[config.mk]
export PLATFORM = sky130hd
export DESIGN_NAME = spi_nor_flash_command_sequencer_flat
export DESIGN_NICKNAME = d
export VERILOG_FILES = /design/src/hw/rtl/snfcs_pkg.sv /design/src/hw/rtl/snfcs_in_if.sv /design/src/hw/rtl/snfcs_out_if.sv /design/src/hw/rtl/spi_nor_flash_command_sequencer.sv /design/src/flat_wrapper.sv
export SDC_FILE = /design/constraint.sdc
export NUM_CORES = 1
export LEC_CHECK = 0
export ABC_AREA = 1
export BUFFER_PORTS_ARGS = -buffer_cell sky130_fd_sc_hd__buf_2
export CAP_MARGIN = 40
export CORE_MARGIN = 1.5
export CORE_UTILIZATION = 40
export CTS_BUF_LIST = sky130_fd_sc_hd__clkbuf_4 sky130_fd_sc_hd__clkbuf_8
export CTS_CLUSTER_DIAMETER = 120
export DETAILED_ROUTE_END_ITERATION = 16
export SYNTH_ARGS = -nofsm -noshare
export SYNTH_HDL_FRONTEND = slang
export SYNTH_SLANG_ARGS = --single-unit
[constraint.sdc]
create_clock -name clk -period 18.29 [get_ports clk]
set_input_delay 1.829 -clock clk [delete_from_list [all_inputs] [get_ports clk]]
set_output_delay 1.829 -clock clk [all_outputs]
set_load 0.1 [all_outputs]
[src/hw/rtl/snfcs_pkg.sv]
package snfcs_pkg;

  // Page geometry (power of two)
  localparam int PAGE_BYTES = 256;
  localparam int PAGE_LOG2  = $clog2(PAGE_BYTES);
  localparam int PAGES_W    = 16 - PAGE_LOG2;

  // Result list depth per transaction
  localparam int RES_MAX   = 10;
  localparam int RES_IDX_W = $clog2(RES_MAX + 1);

  // Request modes
  localparam logic [2:0] MODE_READ    = 3'd0;
  localparam logic [2:0] MODE_PROG    = 3'd1;
  localparam logic [2:0] MODE_ERASE   = 3'd2;
  localparam logic [2:0] MODE_PAYLOAD = 3'd3;
  localparam logic [2:0] MODE_FLASH   = 3'd4;

  // Flash opcodes
  localparam logic [7:0] CMD_WREN  = 8'h06;
  localparam logic [7:0] CMD_RDSR  = 8'h05;
  localparam logic [7:0] CMD_READ  = 8'h03;
  localparam logic [7:0] CMD_PP    = 8'h02;
  localparam logic [7:0] CMD_SE    = 8'hD8;

  // Status register bits
  localparam int SR_BUSY = 0;
  localparam int SR_WEL  = 1;

  // Result codes
  localparam logic RC_OK      = 1'b0;
  localparam logic RC_BAD_LEN = 1'b1;

  typedef enum logic [2:0] {
    PH_IDLE,
    PH_STATUS,
    PH_RDATA,
    PH_WDATA,
    PH_EPOLL
  } phase_t;

  typedef enum logic [1:0] {
    OP_READ,
    OP_PROG,
    OP_ERASE
  } op_t;

  typedef enum logic [2:0] {
    ACT_SEND,
    ACT_SLOT,
    ACT_DESEL,
    ACT_HOST,
    ACT_PAUSE,
    ACT_DONE
  } act_t;

  typedef struct packed {
    act_t       act;
    logic [7:0] data;
    logic       code;
  } entry_t;

  function automatic entry_t mk(act_t act, logic [7:0] data, logic code);
    entry_t e;
    e.act  = act;
    e.data = data;
    e.code = code;
    return e;
  endfunction

endpackage

[src/hw/rtl/snfcs_in_if.sv]
interface snfcs_in_if;
  logic        valid;
  logic        ready;
  logic [2:0]  mode;
  logic [15:0] page_address;
  logic [15:0] byte_count;
  logic [7:0]  sector;
  logic        do_erase;
  logic [7:0]  data_byte;

  modport source (
    output valid, mode, page_address, byte_count, sector, do_erase, data_byte,
    input  ready
  );
  modport sink (
    input  valid, mode, page_address, byte_count, sector, do_erase, data_byte,
    output ready
  );
endinterface

[src/hw/rtl/snfcs_out_if.sv]
interface snfcs_out_if;
  logic       valid;
  logic       ready;
  logic [2:0] action;
  logic [7:0] bus_byte;
  logic [7:0] host_byte;
  logic       result_code;
  logic       last;

  modport source (
    output valid, action, bus_byte, host_byte, result_code, last,
    input  ready
  );
  modport sink (
    input  valid, action, bus_byte, host_byte, result_code, last,
    output ready
  );
endinterface

[src/hw/rtl/spi_nor_flash_command_sequencer.sv]
// Channel   Dir  Payload
// -------   ---  ---------------------------------------------------------
// in_ch     in   mode, page_address, byte_count, sector, do_erase, data_byte
// out_ch    out  action, bus_byte, host_byte, result_code, last
// cfg       in   cfg_wr_en, cfg_wr_data (fast_read)
//
// A request transaction is decoded in the cycle it is accepted; its result
// list (up to 10 entries) is registered and drained one entry per cycle
// while the output is ready; the next request is taken in the cycle the last
// result leaves, or at once if a request produced no results.
// Reset (rst, synchronous) returns to idle, clears fast_read and the list.
// Output stalls hold the list and backpressure the request channel.
module spi_nor_flash_command_sequencer (
  input  logic                clk,
  input  logic                rst,
  snfcs_in_if.sink            in_ch,
  snfcs_out_if.source         out_ch,
  input  logic                cfg_wr_en,
  input  logic                cfg_wr_data
);

  // State
  snfcs_pkg::phase_t                   phase, phase_next;
  snfcs_pkg::op_t                      operation, operation_next;
  logic [23:0]                         flash_address, flash_address_next;
  logic [snfcs_pkg::PAGES_W-1:0]       pages_remaining, pages_remaining_next;
  logic [snfcs_pkg::PAGE_LOG2-1:0]     byte_in_page, byte_in_page_next;
  logic                                status_bytes_seen, status_bytes_seen_next;
  logic [1:0]                          saved_status, saved_status_next;
  logic                                fast_read;

  // Result list
  snfcs_pkg::entry_t                   lst [snfcs_pkg::RES_MAX];
  snfcs_pkg::entry_t                   lst_next [snfcs_pkg::RES_MAX];
  logic [snfcs_pkg::RES_IDX_W-1:0]     n, idx, res_cnt_next;

  // Decode
  logic        acc, drain, last_out;
  logic        ev_start_rw, ev_erase, ev_stat1, ev_stat2, ev_rdata, ev_wdata, ev_poll;
  logic        cnt_zero, cnt_partial, start_ok, stat_ok, poll_busy;
  logic        page_done, last_page, page_start, cmd_prog;
  logic        want_status, want_cmd;
  logic [23:0] start_addr, next_addr, cmd_addr;

  // Handshakes
  assign drain       = out_ch.valid && out_ch.ready;
  assign last_out    = (idx == n - snfcs_pkg::RES_IDX_W'(1));
  assign in_ch.ready = (n == '0) || (drain && last_out);
  assign acc         = in_ch.valid && in_ch.ready;

  // Classify the incoming transaction against the current phase
  assign ev_start_rw = acc && (phase == snfcs_pkg::PH_IDLE) &&
                       ((in_ch.mode == snfcs_pkg::MODE_READ) ||
                        (in_ch.mode == snfcs_pkg::MODE_PROG));
  assign ev_erase    = acc && (phase == snfcs_pkg::PH_IDLE) &&
                       (in_ch.mode == snfcs_pkg::MODE_ERASE);
  assign ev_stat1    = acc && (phase == snfcs_pkg::PH_STATUS) &&
                       (in_ch.mode == snfcs_pkg::MODE_FLASH) && !status_bytes_seen;
  assign ev_stat2    = acc && (phase == snfcs_pkg::PH_STATUS) &&
                       (in_ch.mode == snfcs_pkg::MODE_FLASH) && status_bytes_seen;
  assign ev_rdata    = acc && (phase == snfcs_pkg::PH_RDATA) &&
                       (in_ch.mode == snfcs_pkg::MODE_FLASH);
  assign ev_wdata    = acc && (phase == snfcs_pkg::PH_WDATA) &&
                       (in_ch.mode == snfcs_pkg::MODE_PAYLOAD);
  assign ev_poll     = acc && (phase == snfcs_pkg::PH_EPOLL) &&
                       (in_ch.mode == snfcs_pkg::MODE_FLASH);

  assign cnt_zero    = (in_ch.byte_count == 16'd0);
  assign cnt_partial = |in_ch.byte_count[snfcs_pkg::PAGE_LOG2-1:0];
  assign start_ok    = ev_start_rw && !cnt_zero && !cnt_partial;
  assign stat_ok     = !saved_status[snfcs_pkg::SR_BUSY] && saved_status[snfcs_pkg::SR_WEL];
  assign poll_busy   = in_ch.data_byte[snfcs_pkg::SR_BUSY];

  // Page boundary and next-page decision
  assign page_done  = (ev_rdata || ev_wdata) && (byte_in_page == '1);
  assign last_page  = (pages_remaining == snfcs_pkg::PAGES_W'(1));
  assign page_start = start_ok || (page_done && !last_page);
  assign cmd_prog   = ev_start_rw ? (in_ch.mode == snfcs_pkg::MODE_PROG)
                                  : (operation == snfcs_pkg::OP_PROG);

  assign want_status = (page_start && (cmd_prog || !fast_read)) || (ev_stat2 && !stat_ok);
  assign want_cmd    = (page_start && !cmd_prog && fast_read) || (ev_stat2 && stat_ok);

  assign start_addr = 24'({in_ch.page_address, {snfcs_pkg::PAGE_LOG2{1'b0}}});
  assign next_addr  = flash_address + 24'(snfcs_pkg::PAGE_BYTES);
  assign cmd_addr   = ev_start_rw ? start_addr : (page_done ? next_addr : flash_address);

  // Next state
  always_comb begin
    phase_next             = phase;
    operation_next         = operation;
    flash_address_next     = flash_address;
    pages_remaining_next   = pages_remaining;
    byte_in_page_next      = byte_in_page;
    status_bytes_seen_next = status_bytes_seen;
    saved_status_next      = saved_status;

    if (start_ok) begin
      operation_next       = cmd_prog ? snfcs_pkg::OP_PROG : snfcs_pkg::OP_READ;
      flash_address_next   = start_addr;
      pages_remaining_next = snfcs_pkg::PAGES_W'(in_ch.byte_count >> snfcs_pkg::PAGE_LOG2);
    end
    if (ev_erase) begin
      operation_next = snfcs_pkg::OP_ERASE;
      phase_next     = snfcs_pkg::PH_EPOLL;
    end
    if (ev_stat1) begin
      saved_status_next      = in_ch.data_byte[1:0];
      status_bytes_seen_next = 1'b1;
    end
    if (ev_rdata || ev_wdata) begin
      byte_in_page_next = byte_in_page + snfcs_pkg::PAGE_LOG2'(1);
    end
    if (page_done) begin
      flash_address_next   = next_addr;
      pages_remaining_next = pages_remaining - snfcs_pkg::PAGES_W'(1);
      if (last_page) begin
        phase_next = snfcs_pkg::PH_IDLE;
      end
    end
    if (ev_poll && !poll_busy) begin
      phase_next = snfcs_pkg::PH_IDLE;
    end
    if (want_status) begin
      status_bytes_seen_next = 1'b0;
      phase_next             = snfcs_pkg::PH_STATUS;
    end
    if (want_cmd) begin
      byte_in_page_next = '0;
      phase_next        = cmd_prog ? snfcs_pkg::PH_WDATA : snfcs_pkg::PH_RDATA;
    end
  end

  // Result list for the accepted transaction
  always_comb begin
    for (int i = 0; i < snfcs_pkg::RES_MAX; i++) begin
      lst_next[i] = snfcs_pkg::mk(snfcs_pkg::ACT_SEND, 8'h00, 1'b0);
    end
    res_cnt_next = '0;

    if (ev_start_rw && (cnt_zero || cnt_partial)) begin
      lst_next[res_cnt_next] = snfcs_pkg::mk(snfcs_pkg::ACT_DONE, 8'h00,
                                             cnt_zero ? snfcs_pkg::RC_OK
                                                      : snfcs_pkg::RC_BAD_LEN);
      res_cnt_next = res_cnt_next + 1'b1;
    end
    if (ev_erase) begin
      lst_next[res_cnt_next] = snfcs_pkg::mk(snfcs_pkg::ACT_SEND, snfcs_pkg::CMD_WREN, 1'b0);
      res_cnt_next = res_cnt_next + 1'b1;
      lst_next[res_cnt_next] = snfcs_pkg::mk(snfcs_pkg::ACT_DESEL, 8'h00, 1'b0);
      res_cnt_next = res_cnt_next + 1'b1;
      if (in_ch.do_erase) begin
        lst_next[res_cnt_next] = snfcs_pkg::mk(snfcs_pkg::ACT_SEND, snfcs_pkg::CMD_SE, 1'b0);
        res_cnt_next = res_cnt_next + 1'b1;
        lst_next[res_cnt_next] = snfcs_pkg::mk(snfcs_pkg::ACT_SEND, in_ch.sector, 1'b0);
        res_cnt_next = res_cnt_next + 1'b1;
        lst_next[res_cnt_next] = snfcs_pkg::mk(snfcs_pkg::ACT_SEND, 8'h00, 1'b0);
        res_cnt_next = res_cnt_next + 1'b1;
        lst_next[res_cnt_next] = snfcs_pkg::mk(snfcs_pkg::ACT_SEND, 8'h00, 1'b0);
        res_cnt_next = res_cnt_next + 1'b1;
        lst_next[res_cnt_next] = snfcs_pkg::mk(snfcs_pkg::ACT_DESEL, 8'h00, 1'b0);
        res_cnt_next = res_cnt_next + 1'b1;
      end
      lst_next[res_cnt_next] = snfcs_pkg::mk(snfcs_pkg::ACT_SEND, snfcs_pkg::CMD_RDSR, 1'b0);
      res_cnt_next = res_cnt_next + 1'b1;
      lst_next[res_cnt_next] = snfcs_pkg::mk(snfcs_pkg::ACT_SLOT, 8'h00, 1'b0);
      res_cnt_next = res_cnt_next + 1'b1;
    end
    if (ev_stat1) begin
      lst_next[res_cnt_next] = snfcs_pkg::mk(snfcs_pkg::ACT_SLOT, 8'h00, 1'b0);
      res_cnt_next = res_cnt_next + 1'b1;
    end
    if (ev_stat2 || ev_poll) begin
      lst_next[res_cnt_next] = snfcs_pkg::mk(snfcs_pkg::ACT_DESEL, 8'h00, 1'b0);
      res_cnt_next = res_cnt_next + 1'b1;
    end
    if (ev_poll) begin
      if (poll_busy) begin
        lst_next[res_cnt_next] = snfcs_pkg::mk(snfcs_pkg::ACT_SEND, snfcs_pkg::CMD_RDSR, 1'b0);
        res_cnt_next = res_cnt_next + 1'b1;
        lst_next[res_cnt_next] = snfcs_pkg::mk(snfcs_pkg::ACT_SLOT, 8'h00, 1'b0);
        res_cnt_next = res_cnt_next + 1'b1;
      end else begin
        lst_next[res_cnt_next] = snfcs_pkg::mk(snfcs_pkg::ACT_DONE, 8'h00, snfcs_pkg::RC_OK);
        res_cnt_next = res_cnt_next + 1'b1;
      end
    end
    if (ev_rdata) begin
      lst_next[res_cnt_next] = snfcs_pkg::mk(snfcs_pkg::ACT_HOST, in_ch.data_byte, 1'b0);
      res_cnt_next = res_cnt_next + 1'b1;
      if (!page_done) begin
        lst_next[res_cnt_next] = snfcs_pkg::mk(snfcs_pkg::ACT_SLOT, 8'h00, 1'b0);
        res_cnt_next = res_cnt_next + 1'b1;
      end
    end
    if (ev_wdata) begin
      lst_next[res_cnt_next] = snfcs_pkg::mk(snfcs_pkg::ACT_SEND, in_ch.data_byte, 1'b0);
      res_cnt_next = res_cnt_next + 1'b1;
    end
    // Close the page: deselect, optional pause, finish on the last page
    if (page_done) begin
      lst_next[res_cnt_next] = snfcs_pkg::mk(snfcs_pkg::ACT_DESEL, 8'h00, 1'b0);
      res_cnt_next = res_cnt_next + 1'b1;
      if (!fast_read) begin
        lst_next[res_cnt_next] = snfcs_pkg::mk(snfcs_pkg::ACT_PAUSE, 8'h00, 1'b0);
        res_cnt_next = res_cnt_next + 1'b1;
      end
      if (last_page) begin
        lst_next[res_cnt_next] = snfcs_pkg::mk(snfcs_pkg::ACT_DONE, 8'h00, snfcs_pkg::RC_OK);
        res_cnt_next = res_cnt_next + 1'b1;
      end
    end
    // Write enable plus status read
    if (want_status) begin
      lst_next[res_cnt_next] = snfcs_pkg::mk(snfcs_pkg::ACT_SEND, snfcs_pkg::CMD_WREN, 1'b0);
      res_cnt_next = res_cnt_next + 1'b1;
      lst_next[res_cnt_next] = snfcs_pkg::mk(snfcs_pkg::ACT_DESEL, 8'h00, 1'b0);
      res_cnt_next = res_cnt_next + 1'b1;
      lst_next[res_cnt_next] = snfcs_pkg::mk(snfcs_pkg::ACT_SEND, snfcs_pkg::CMD_RDSR, 1'b0);
      res_cnt_next = res_cnt_next + 1'b1;
      lst_next[res_cnt_next] = snfcs_pkg::mk(snfcs_pkg::ACT_SLOT, 8'h00, 1'b0);
      res_cnt_next = res_cnt_next + 1'b1;
    end
    // Page command with three address bytes, plus a slot for reads
    if (want_cmd) begin
      lst_next[res_cnt_next] = snfcs_pkg::mk(snfcs_pkg::ACT_SEND,
                                             cmd_prog ? snfcs_pkg::CMD_PP : snfcs_pkg::CMD_READ,
                                             1'b0);
      res_cnt_next = res_cnt_next + 1'b1;
      lst_next[res_cnt_next] = snfcs_pkg::mk(snfcs_pkg::ACT_SEND, cmd_addr[23:16], 1'b0);
      res_cnt_next = res_cnt_next + 1'b1;
      lst_next[res_cnt_next] = snfcs_pkg::mk(snfcs_pkg::ACT_SEND, cmd_addr[15:8], 1'b0);
      res_cnt_next = res_cnt_next + 1'b1;
      lst_next[res_cnt_next] = snfcs_pkg::mk(snfcs_pkg::ACT_SEND, cmd_addr[7:0], 1'b0);
      res_cnt_next = res_cnt_next + 1'b1;
      if (!cmd_prog) begin
        lst_next[res_cnt_next] = snfcs_pkg::mk(snfcs_pkg::ACT_SLOT, 8'h00, 1'b0);
        res_cnt_next = res_cnt_next + 1'b1;
      end
    end
  end

  // Sequencer state registers
  always_ff @(posedge clk) begin
    if (rst) begin
      phase             <= snfcs_pkg::PH_IDLE;
      operation         <= snfcs_pkg::OP_READ;
      flash_address     <= '0;
      pages_remaining   <= '0;
      byte_in_page      <= '0;
      status_bytes_seen <= 1'b0;
      saved_status      <= '0;
    end else if (acc) begin
      phase             <= phase_next;
      operation         <= operation_next;
      flash_address     <= flash_address_next;
      pages_remaining   <= pages_remaining_next;
      byte_in_page      <= byte_in_page_next;
      status_bytes_seen <= status_bytes_seen_next;
      saved_status      <= saved_status_next;
    end
  end

  // Configuration register
  always_ff @(posedge clk) begin
    if (rst) begin
      fast_read <= 1'b0;
    end else if (cfg_wr_en) begin
      fast_read <= cfg_wr_data;
    end
  end

  // Result list count and read pointer
  always_ff @(posedge clk) begin
    if (rst) begin
      n   <= '0;
      idx <= '0;
    end else if (acc) begin
      n   <= res_cnt_next;
      idx <= '0;
    end else if (drain) begin
      if (last_out) begin
        n   <= '0;
        idx <= '0;
      end else begin
        idx <= idx + 1'b1;
      end
    end
  end

  // Result list payload
  always_ff @(posedge clk) begin
    if (acc) begin
      lst <= lst_next;
    end
  end

  // Drive the result channel
  assign out_ch.valid       = (n != '0);
  assign out_ch.action      = lst[idx].act;
  assign out_ch.bus_byte    = (lst[idx].act == snfcs_pkg::ACT_SEND) ? lst[idx].data : 8'h00;
  assign out_ch.host_byte   = (lst[idx].act == snfcs_pkg::ACT_HOST) ? lst[idx].data : 8'h00;
  assign out_ch.result_code = lst[idx].code;
  assign out_ch.last        = last_out;

  // Checks
  a_idx_in_range: assert property (@(posedge clk) disable iff (rst)
    out_ch.valid |-> (idx < n))
    else $error("result pointer beyond list");

  a_done_is_idle: assert property (@(posedge clk) disable iff (rst)
    (out_ch.valid && (lst[idx].act == snfcs_pkg::ACT_DONE)) |-> (phase == snfcs_pkg::PH_IDLE))
    else $error("finish reported while a request is still active");

  a_pages_live: assert property (@(posedge clk) disable iff (rst)
    ((phase == snfcs_pkg::PH_RDATA) || (phase == snfcs_pkg::PH_WDATA) ||
     (phase == snfcs_pkg::PH_STATUS)) |-> (pages_remaining != '0))
    else $error("page transfer active with no pages left");

endmodule

[src/flat_wrapper.sv]
// flat-port wrapper written by rule: the top's interface ports become plain ports
module spi_nor_flash_command_sequencer_flat 
  (clk, rst, cfg_wr_en, cfg_wr_data, in_ch_valid, in_ch_mode, in_ch_page_address, in_ch_byte_count, in_ch_sector, in_ch_do_erase, in_ch_data_byte, in_ch_ready, out_ch_valid, out_ch_action, out_ch_bus_byte, out_ch_host_byte, out_ch_result_code, out_ch_last, out_ch_ready);
  snfcs_in_if in_ch_i ();
  snfcs_out_if out_ch_i ();
  input  logic clk;
  input  logic rst;
  input  logic cfg_wr_en;
  input  logic cfg_wr_data;
  input wire logic [$bits(in_ch_i.valid)-1:0] in_ch_valid;
  input wire logic [$bits(in_ch_i.mode)-1:0] in_ch_mode;
  input wire logic [$bits(in_ch_i.page_address)-1:0] in_ch_page_address;
  input wire logic [$bits(in_ch_i.byte_count)-1:0] in_ch_byte_count;
  input wire logic [$bits(in_ch_i.sector)-1:0] in_ch_sector;
  input wire logic [$bits(in_ch_i.do_erase)-1:0] in_ch_do_erase;
  input wire logic [$bits(in_ch_i.data_byte)-1:0] in_ch_data_byte;
  output wire logic [$bits(in_ch_i.ready)-1:0] in_ch_ready;
  output wire logic [$bits(out_ch_i.valid)-1:0] out_ch_valid;
  output wire logic [$bits(out_ch_i.action)-1:0] out_ch_action;
  output wire logic [$bits(out_ch_i.bus_byte)-1:0] out_ch_bus_byte;
  output wire logic [$bits(out_ch_i.host_byte)-1:0] out_ch_host_byte;
  output wire logic [$bits(out_ch_i.result_code)-1:0] out_ch_result_code;
  output wire logic [$bits(out_ch_i.last)-1:0] out_ch_last;
  input wire logic [$bits(out_ch_i.ready)-1:0] out_ch_ready;
  assign in_ch_i.valid = in_ch_valid;
  assign in_ch_i.mode = in_ch_mode;
  assign in_ch_i.page_address = in_ch_page_address;
  assign in_ch_i.byte_count = in_ch_byte_count;
  assign in_ch_i.sector = in_ch_sector;
  assign in_ch_i.do_erase = in_ch_do_erase;
  assign in_ch_i.data_byte = in_ch_data_byte;
  assign in_ch_ready = in_ch_i.ready;
  assign out_ch_valid = out_ch_i.valid;
  assign out_ch_action = out_ch_i.action;
  assign out_ch_bus_byte = out_ch_i.bus_byte;
  assign out_ch_host_byte = out_ch_i.host_byte;
  assign out_ch_result_code = out_ch_i.result_code;
  assign out_ch_last = out_ch_i.last;
  assign out_ch_i.ready = out_ch_ready;
  spi_nor_flash_command_sequencer u_core (.clk(clk), .rst(rst), .in_ch(in_ch_i), .out_ch(out_ch_i), .cfg_wr_en(cfg_wr_en), .cfg_wr_data(cfg_wr_data));
endmodule
==> results of run 1 <==
## worst max-delay path: cells and delay by family
kind / cells / cell delay [ps]
simple gates: 29 / 4400
fa+ha+maj: 10 / 2850
buf+inv: 16 / 2280
compound gates: 8 / 1620
## worst min path at each step
stage                           start                endpoint  slack, ps
3_5_place_dp   u_core.saved_status[0]  u_core.saved_status[0]        450
3_3_place_gp   u_core.saved_status[0]  u_core.saved_status[0]        430
5_1_grt           u_core.operation[1]     u_core.operation[1]        490
6_report       u_core.saved_status[0]  u_core.saved_status[0]        470
2_1_floorplan  u_core.saved_status[0]  u_core.saved_status[0]        420
4_1_cts        u_core.saved_status[0]  u_core.saved_status[0]        460
## stage by stage
stage	hold WS, ps	power (mW)	setup slack [ps]	instance area, um2
after floorplan	424	0.511	6940	15700
after global placement	435	0.569	4920	16700
after detailed placement	448	0.569	5050	16800
after CTS	464	0.861	5590	17200
after global routing	487	0.886	4730	17200
final	468	0.861	5600	17200
## cell usage in the layout, fill, tap and decap left out, types with 7 or more instances in the layout
| cell type | count |
|---|---|
| nand2_4 | 13 |
| nand2_2 | 42 |
| buf_2 | 84 |
| a221oi_1 | 7 |
| clkbuf_8 | 17 |
| nand4_1 | 44 |
| xor2_1 | 12 |
| a211oi_1 | 7 |
| inv_2 | 26 |
| a21oi_1 | 111 |
| nand3_1 | 209 |
| o22ai_1 | 42 |
| o31ai_1 | 11 |
| or2_2 | 7 |
| o21ai_0 | 214 |
| inv_6 | 8 |
| a31oi_1 | 38 |
| edfxtp_1 | 111 |
| buf_4 | 33 |
| o211ai_1 | 31 |
| nand3_2 | 16 |
| nand2_1 | 502 |
| nand3b_1 | 9 |
| nor2_1 | 281 |
| inv_1 | 290 |
| o21ai_1 | 35 |
| ha_1 | 63 |
| nor4_1 | 14 |
| nor3_1 | 44 |
| nor2_2 | 10 |
| dfxtp_1 | 48 |
## flip-flops by register name, indices dropped and copies added, names as in the netlist
| name | cells |
|---|---|
| u_core.byte_in_page | 8 |
| u_core.phase | 3 |
| u_core.fast_read | 1 |
| u_core.status_bytes_seen | 1 |
| u_core.saved_status | 2 |
| u_core.operation | 2 |
| u_core.idx | 4 |
| u_core.n | 4 |
| u_core.lst | 111 |
| u_core.flash_address | 16 |
| u_core.pages_remaining | 8 |
## power groups by stage
stage          clock network, mW  logic, mW  registers (mW)
6_report                   0.296      0.158           0.407
5_1_grt                    0.311      0.168           0.408
4_1_cts                    0.299      0.155           0.407
3_5_place_dp                   0      0.154           0.415
3_3_place_gp                   0      0.154           0.415
2_1_floorplan                  0     0.0991           0.412
## metal layers
layer | global-route usage [%] | wire, um | part of all wire, % | up-vias
met5 | 0 | 0 | 0 | -
met4 | 17.5 | 3730 | 5.2 | 0
met3 | 4.89 | 5250 | 7.4 | 155
met2 | 56.2 | 32600 | 46 | 832
met1 | 45.0 | 29600 | 42 | 8372
li1 | - | - | - | 8340
## cell families (layout without fill, tap and decap cells)
logic type	count (synthesis)	count (layout)	share of synthesized area, %
simple gates	1228	1228	36.5
compound gates	546	546	20.1
buf+inv	408	481	10.1
flops	160	160	27.4
fa+ha+maj	63	63	5.01
xor+xnor	15	15	0.835
## layout make-up
cell class                      instances  area, um2
Multi-Input combinational cell       1852       9830
Sequential cell                       160       4320
Tap cell                              518        648
Clock buffer                           17        234
Inverter                              328       1250
Timing Repair Buffer                  121        724
Clock inverter                         15        186
Fill cell                            4226      21500
==> results.cfg, run 1 <==
[power]
p_int_mw = 0.566
p_per_area_nw_per_um2 = 50.1
seqPwrFrac_pct = 47.3
netSwitchingFraction_pct = 34.3
p_sw_mw = 0.295
pwr-share-clk_pct = 34.4
leakage_nw = 7.58
ir_worst_vdd_mv = 0.0509
comb_power_share_pct = 18.3

[drt]
ant_nets = 0
wl_um = 71200
drt_iter0_drc = 1970
drcViolationCount = 0
viasPerCell = 5.88
vias = 17699
dr.pass1.iters = 8
avgRoutedWirePerCell_um = 23.6

[synthesis]
syn_area_um2 = 15700
ys_seq_area_share_pct = 27.4
ys.flop_type = edfxtp_1
async_flop_share_pct = 0
synth-edff-count = 111
synth_area_leaders = edfxtp_1 (21%), nand2_1 (12%), inv_1 (6.9%)
synth.avg_cell_area_um2 = 6.50
synthDistinctLibCells = 66
yosys.area.top_type = edfxtp_1
post_synth_inst_count = 2420
synth_top_area_share_pct = 21.2
yosysWarnings = 0
syn-num-nets = 2541
synth.most_common_cell = nand2_1
ys_ff_latch = 160
yosys-top-cells-count = nand2_1 (502), inv_1 (290), nor2_1 (281), o21ai_0 (215), nand3_1 (209)

[status]
status = completed

[grt]
grt_pass1_wl_um = 105000
grt_start_max_net_pins = 66
antenna_found_initial = 1
grt_pass1_vias = 16217
gr-usage-all-layers_pct = 34.6
grt-ovfl-total = 0

[die]
fp-row-count = 72
die_h_um = 201
ioPinCount = 81
core_area_um2 = 38700
die_area_um2 = 40600
start_util_pct = 40.6
die_x_um = 201

[worst_setup_path]
rrSetupSlack_ps = 5940
crit_fanout = 10
crit_type = primary input to register
cp.arrival_ps = 12980
cp_slowest_cell = a31oi_1
worstSetupStartpoint = out_ch_ready
cp.required_ps = 18580
r2r_end = u_core.lst[117]
slowest_delay_ps = 480
startpoint_type = primary input
reg2reg_from = u_core.idx[0]
crit_path_end = u_core.lst[117]
ff2ff_path_depth = 66
cp-end-kind = register

[sta]
setup_tns_ps = 0
fin_skew_ps = 16.8
hold_violations = 0
final_max_slew_viol_count = 0
grt_setup_unrepaired = no
finalSetupViolCount = 0
finalCritPeriodShare_pct = 69.4
min_period_ps = 12690
relSlewSlack_pct = 36.0
fmax_ghz = 0.0788
worst_pin_slew_ps = 952

[cts]
cts-resized-gates = 0
clock-sinks = 160
cts.clk_slew.worst_paths_ps = 110
cts_setup_buffers = 0
clock_path_buffers = 2
cts_root_buf = clkbuf_8
cts_hold_buf = 0
insertion_delay_ps = 530
cts_max_level = 4
cts_tree = built
cts_made_buffers = 17

[placement]
dp_hpwl_um = 56600
dp_cells = 2978
io_buffer_count = 80
routabilityCongestion = 0.994

[final_layout]
drive_above_1_share_pct = 12.5
fin_nets = 2601
antennaDiodeCount = 0
area_delta_synth_final_pct = 9.22
finalNonFillerCells = 3011
fin_util_pct = 44.4

[min_path]
min_path_cells = 2
holdCritPathClass = register to register

[flow_run]
drv_cap = 0
Power figures use the tool's default switching activity.
==> run 2: changes to the inputs <==
Settings changed: ABC_AREA 1 to 0.
Clock period 18.29 ns to 11.7 ns, I/O delays scaled along.
==> run 2 against run 1 <==
Sequential cell count stayed put. Cell count is 17% lower. Non-clock buffer count up 106. Global-route usage shrank 0.43 points. Setup slack got worse by 5200 ps. Combinational power up 69%. Clock skew increased by 9.5 ps. Count of clock-buffer cells in the layout unchanged. Via count decreased by 8.4%. Register-to-register slack worse by 5500 ps. Critical path type unchanged.
==> results.cfg, run 2 <==
[status]
status = completed

[synthesis]
synth_area_leaders = edfxtp_1 (22%), nor2_1 (6.6%), dfxtp_1 (6.6%)
synth.avg_cell_area_um2 = 8.04
synthDistinctLibCells = 109
yosys-top-cells-count = nor2_1 (262), nand2_1 (205), a21oi_1 (122), o21ai_0 (122), edfxtp_1 (111)
synth.area.mux_share_pct = 5.76
yosys.area.top_type = edfxtp_1
syn-num-nets = 1983
synth_top_area_share_pct = 22.3
ys_ff_latch = 160
ys_seq_area_share_pct = 28.8
yosysWarnings = 0
synth-simple-area-share_pct = 23.7
syn_area_um2 = 15000
synth-edff-count = 111
synth_top_family_by_area = compound AO/OA/AOI/OAI gates
synth.most_common_cell = nor2_1
synth_fa_ha_area_share_pct = 5.27
ys.flop_type = edfxtp_1
synth_xor_area_share_pct = 4.90
post_synth_inst_count = 1862
async_flop_share_pct = 0
synth_compound_area_share_pct = 27.5

[grt]
gr-usage-all-layers_pct = 34.2
grt_start_max_net_pins = 65
grt-ovfl-total = 0
grt_pass1_wl_um = 97400
grt_pass1_vias = 14895
antenna_found_initial = 1

[worst_setup_path]
startpoint_type = primary input
reg2reg_from = u_core.n[0]
crit_type = primary input to register
worstSetupStartpoint = in_ch_byte_count[1]
cp.arrival_ps = 11620
cp.required_ps = 12030
crit_fanout = 6
cp-end-kind = register
cp_slowest_cell = or4_4
crit_top_cell = ha_1
slowest_delay_ps = 550

[final_layout]
finalNonFillerCells = 2487
largest-register = u_core.lst
biggestRegsByFlops = u_core.lst: 111 flops, u_core.flash_address: 16 flops
antennaDiodeCount = 0
largest_reg_flops = 111
drive_above_1_share_pct = 18.9
final.fill_count = 3630
final_common_cell = nor2_1
final_cell_mix = nor2_1 (259), nand2_1 (201), buf_4 (138), a21oi_1 (120), o21ai_0 (120)
area_delta_synth_final_pct = 16.4
fin_nets = 2127

[sta]
hold_violations = 0
finalCritPeriodShare_pct = 96.5
worst_pin_slew_ps = 903
fmax_ghz = 0.0886
grt_setup_unrepaired = yes
fin_skew_ps = 26.3
finalSetupViolCount = 0
whs_ps = 495
min_period_ps = 11290
relSlewSlack_pct = 39.3
final_max_slew_viol_count = 0

[drt]
vias = 16215
dr.pass1.iters = 6
viasPerCell = 6.52
drcViolationCount = 0
ant_nets = 0
avgRoutedWirePerCell_um = 26.8
drt_iter0_drc = 2198
wl_um = 66800

[die]
ioPinCount = 81
fp-row-count = 70
die_h_um = 196
die_x_um = 196
core_area_um2 = 36700
die_area_um2 = 38600
start_util_pct = 40.8

[placement]
dp_hpwl_um = 53000
routabilityCongestion = 1.09
dp_cells = 2446
io_buffer_count = 80

[cts]
insertion_delay_ps = 520
cts_hold_buf = 0
cts_made_buffers = 17
cts.clk_slew.worst_paths_ps = 110
cts_root_buf = clkbuf_8
cts_max_level = 4
cts_tree = built
clock_path_buffers = 2
clock-sinks = 160

[power]
p_per_area_nw_per_um2 = 80.2
pwr-share-clk_pct = 35.4
seqPwrFrac_pct = 45.5
ir_worst_vdd_mv = 0.0776
netSwitchingFraction_pct = 32.2
p_int_mw = 0.947
comb_power_share_pct = 19.1
leakage_nw = 6.55
p_sw_mw = 0.450

[flow_run]
drv_cap = 0

[min_path]
holdCritPathClass = register to register
worstHoldStart = u_core.byte_in_page[7]
-- run 2: critical path: cells and delay by family --
kind	cells	cell delay, ps
mux	1	150
fa+ha+maj	10	2480
simple gates	16	2870
compound gates	16	2870
xor+xnor	3	970
buf+inv	8	1080
-- run 2: final cells by class --
class | count | area, um2 | share of cell area (%)
Clock buffer | 17 | 234 | 1.34
Inverter | 45 | 174 | 0.998
Tap cell | 468 | 586 | 3.36
Sequential cell | 160 | 4320 | 24.8
Clock inverter | 15 | 220 | 1.26
Multi-Input combinational cell | 1555 | 10300 | 59.3
Timing Repair Buffer | 227 | 1560 | 8.93
-- run 2: worst paths after layout --
check	end	slack, ps	cells after the start
min	u_core.byte_in_page[7]	500	2
max reg2reg	u_core.lst[50]	440	59
min reg2reg	u_core.byte_in_page[7]	500	2
max	u_core.lst[50]	410	54
-- run 2: through the flow --
stage                     utilization, %  cell area [um2]  TNS, ps  power [mW]  worst slack (ps)
after floorplan                        -            15100        0       0.801              15.2
final                               47.5            17400        0        1.40               409
after CTS                           47.0            17200        0        1.39               284
after global placement              45.4            16700        0       0.897              61.7
after global routing                47.5            17400    -1430        1.44             -95.7
after detailed placement            45.7            16800    -5060       0.903              -218
-- run 2: layer usage --
layer  up-vias  GRT usage [%]  share of wire (%)
met5         -              0              0.018
met4         2           11.5                3.3
met3       114           6.86                 10
met2       924           48.9                 41
met1      7864           50.9                 45
li1       7311              -                  -
-- run 2: what timing repair did --
| item | CTS | global route |
|---|---|---|
| buffers inserted | 0 | 9 |
| gates resized for setup | 0 | 26 |
| endpoints found under the hold margin | 0 | 0 |
| endpoints found under the setup margin | 0 | 94 |
-- run 2: cell families after synthesis --
group / count (synthesis)
simple gates: 758
compound gates: 608
flops: 160
buf+inv: 147
xor+xnor: 69
fa+ha+maj: 63
mux: 57
-- run 2: power groups by stage --
| stage | registers [mW] | logic [mW] | clock network (mW) |
|---|---|---|---|
| after floorplan | 0.644 | 0.157 | 0 |
| after global placement | 0.648 | 0.249 | 0 |
| after detailed placement | 0.648 | 0.254 | 0 |
| final | 0.636 | 0.267 | 0.495 |
| after global routing | 0.638 | 0.279 | 0.523 |
| after CTS | 0.636 | 0.255 | 0.503 |
==> run 3: changes to the inputs <==
Settings changed: CELL_PAD_IN_SITES_DETAIL_PLACEMENT set to 1, CELL_PAD_IN_SITES_GLOBAL_PLACEMENT set to 1, CORE_UTILIZATION 40 to 30, PLACE_DENSITY_LB_ADDON set to 0.1, SKIP_CTS_REPAIR_TIMING set to 1.
==> run 3 against run 2 <==
Design area rose by 2.9%. Die area rose by 33%. Global-route usage fell by 4.7 points. Sequential cell count did not move. Clock skew rose by 8.7 ps. Register-to-register slack barely moved. Via count rose by 0.59%. Setup slack improved by 19 ps. Clock power fell by 4%. Fmax rose by 0.17%. Worst hold slack improved by 10 ps. Cell count rose by 8.9%. Largest power group unchanged.
==> results.cfg, run 3 (same netlist as run 2, synthesis figures left out) <==
[status]
status = completed

[worst_setup_path]
rrSetupSlack_ps = 450
crit_type = primary input to register
cp.arrival_ps = 11710
crit_fanout = 5
cp-end-kind = register
cp_slowest_cell = or4_4
startpoint_type = primary input
cp.required_ps = 12130
crit_top_cell = ha_1
slowest_delay_ps = 600

[placement]
dpl_cell_area_um2 = 17100
io_buffer_count = 80
routabilityCongestion = 1.02
preCtsSetupSlack_ps = -328
dp_hpwl_um = 60300

[cts]
cts_tree = built
cts.clk_slew.worst_paths_ps = 100
clock-sinks = 160
cts_made_buffers = 17
cts_root_buf = clkbuf_8
insertion_delay_ps = 600
clock_path_buffers = 2
cts_max_level = 4

[grt]
grt_pass1_vias = 15964
grt-ovfl-total = 0
antenna_found_initial = 1
grt_pass1_wl_um = 110000
gr-usage-all-layers_pct = 29.5
grt_start_max_net_pins = 67

[sta]
min_period_ps = 11270
fmax_ghz = 0.0887
finalWorstSetupSlack_ps = 428
finalSetupViolCount = 0
relSlewSlack_pct = 40.8
hold_violations = 0
final_max_slew_viol_count = 0
whs_ps = 506
finalCritPeriodShare_pct = 96.3
worst_pin_slew_ps = 888
fin_skew_ps = 35.0

[die]
fp-row-count = 81
core_area_um2 = 49100
die_area_um2 = 51200
die_h_um = 226
die_x_um = 226
ioPinCount = 81
start_util_pct = 30.5

[final_layout]
final_common_cell = nor2_1
fin_nets = 2152
biggestRegsByFlops = u_core.lst: 111 flops, u_core.flash_address: 16 flops
final.fill_count = 5963
drive_above_1_share_pct = 20.5
largest_reg_flops = 111
stdcell_area_um2 = 17900
area_delta_synth_final_pct = 19.8
largest-register = u_core.lst
final_cell_mix = nor2_1 (257), nand2_1 (202), buf_4 (160), o21ai_0 (120), a21oi_1 (119)

[drt]
vias = 16310
drt_iter0_drc = 1408
wl_um = 74900
viasPerCell = 6.02
ant_nets = 0
dr.pass1.iters = 5
avgRoutedWirePerCell_um = 27.6
drcViolationCount = 0

[power]
leakage_nw = 6.65
p_per_area_nw_per_um2 = 77.4
ir_worst_vdd_mv = 0.0908

[flow_run]
drv_cap = 0

[min_path]
holdCritPathClass = register to register
-- run 3: changes by cell type in the layout (fill, tap and decap cells not counted), moves of 3 or more --
cell / change
o32ai_1: +3
ha_1: -3
o22ai_1: -3
and3_4: +3
o22ai_2: +3
or2_4: +3
buf_4: +22
clkinv_8: +3
-- run 3: through the flow --
step	power, mW	utilization, %	std cells	setup TNS, ps
floorplan	0.801	-	1862	0
global placement	0.906	34.7	2645	-18.1
detailed placement	0.913	34.9	2657	-11730
CTS	1.39	35.8	2689	0
global route	1.44	36.5	2708	-894
finish	1.39	36.5	2709	0
-- run 3: worst paths after layout --
check                           endpoint  cells past startpoint              startpoint
setup reg to reg         u_core.lst[113]                     57             u_core.n[0]
hold / removal    u_core.byte_in_page[5]                      2  u_core.byte_in_page[5]
hold reg to reg   u_core.byte_in_page[5]                      2  u_core.byte_in_page[5]
setup / recovery         u_core.lst[113]                     52     in_ch_byte_count[1]
-- run 3: critical path: cells and delay by family --
kind	cells	cell delay [ps]
AO/OA/AOI/OAI	17	3300
AND/OR/NAND/NOR	15	3220
adder cells (fa/ha/maj)	9	2240
buffers and inverters	7	920
XOR/XNOR	3	580
multiplexers	1	230
-- run 3: layout make-up --
type	count	area, um2	area share, %
Clock buffer	17	234	1.31
Multi-Input combinational cell	1555	10400	58.2
Clock inverter	15	196	1.10
Tap cell	664	831	4.64
Antenna cell	1	2.50	0.0140
Sequential cell	160	4320	24.1
Inverter	45	174	0.970
Timing Repair Buffer	252	1740	9.73
-- run 3: metal layers --
layer / vias up / part of all wire (%) / track usage [%]
li1: 7368 / - / -
met1: 8263 / 48 / 43.5
met2: 595 / 43 / 44.1
met3: 84 / 6.4 / 3.90
met4: 0 / 2.6 / 9.59
met5: - / 0 / 0
-- run 3: power breakdown --
group | switching, mW | leakage, nW | internal, mW | total, mW
clock | 0.276 | 0.216 | 0.200 | 0.476
combinational | 0.193 | 4.90 | 0.0830 | 0.276
sequential | 0.00857 | 1.54 | 0.628 | 0.636
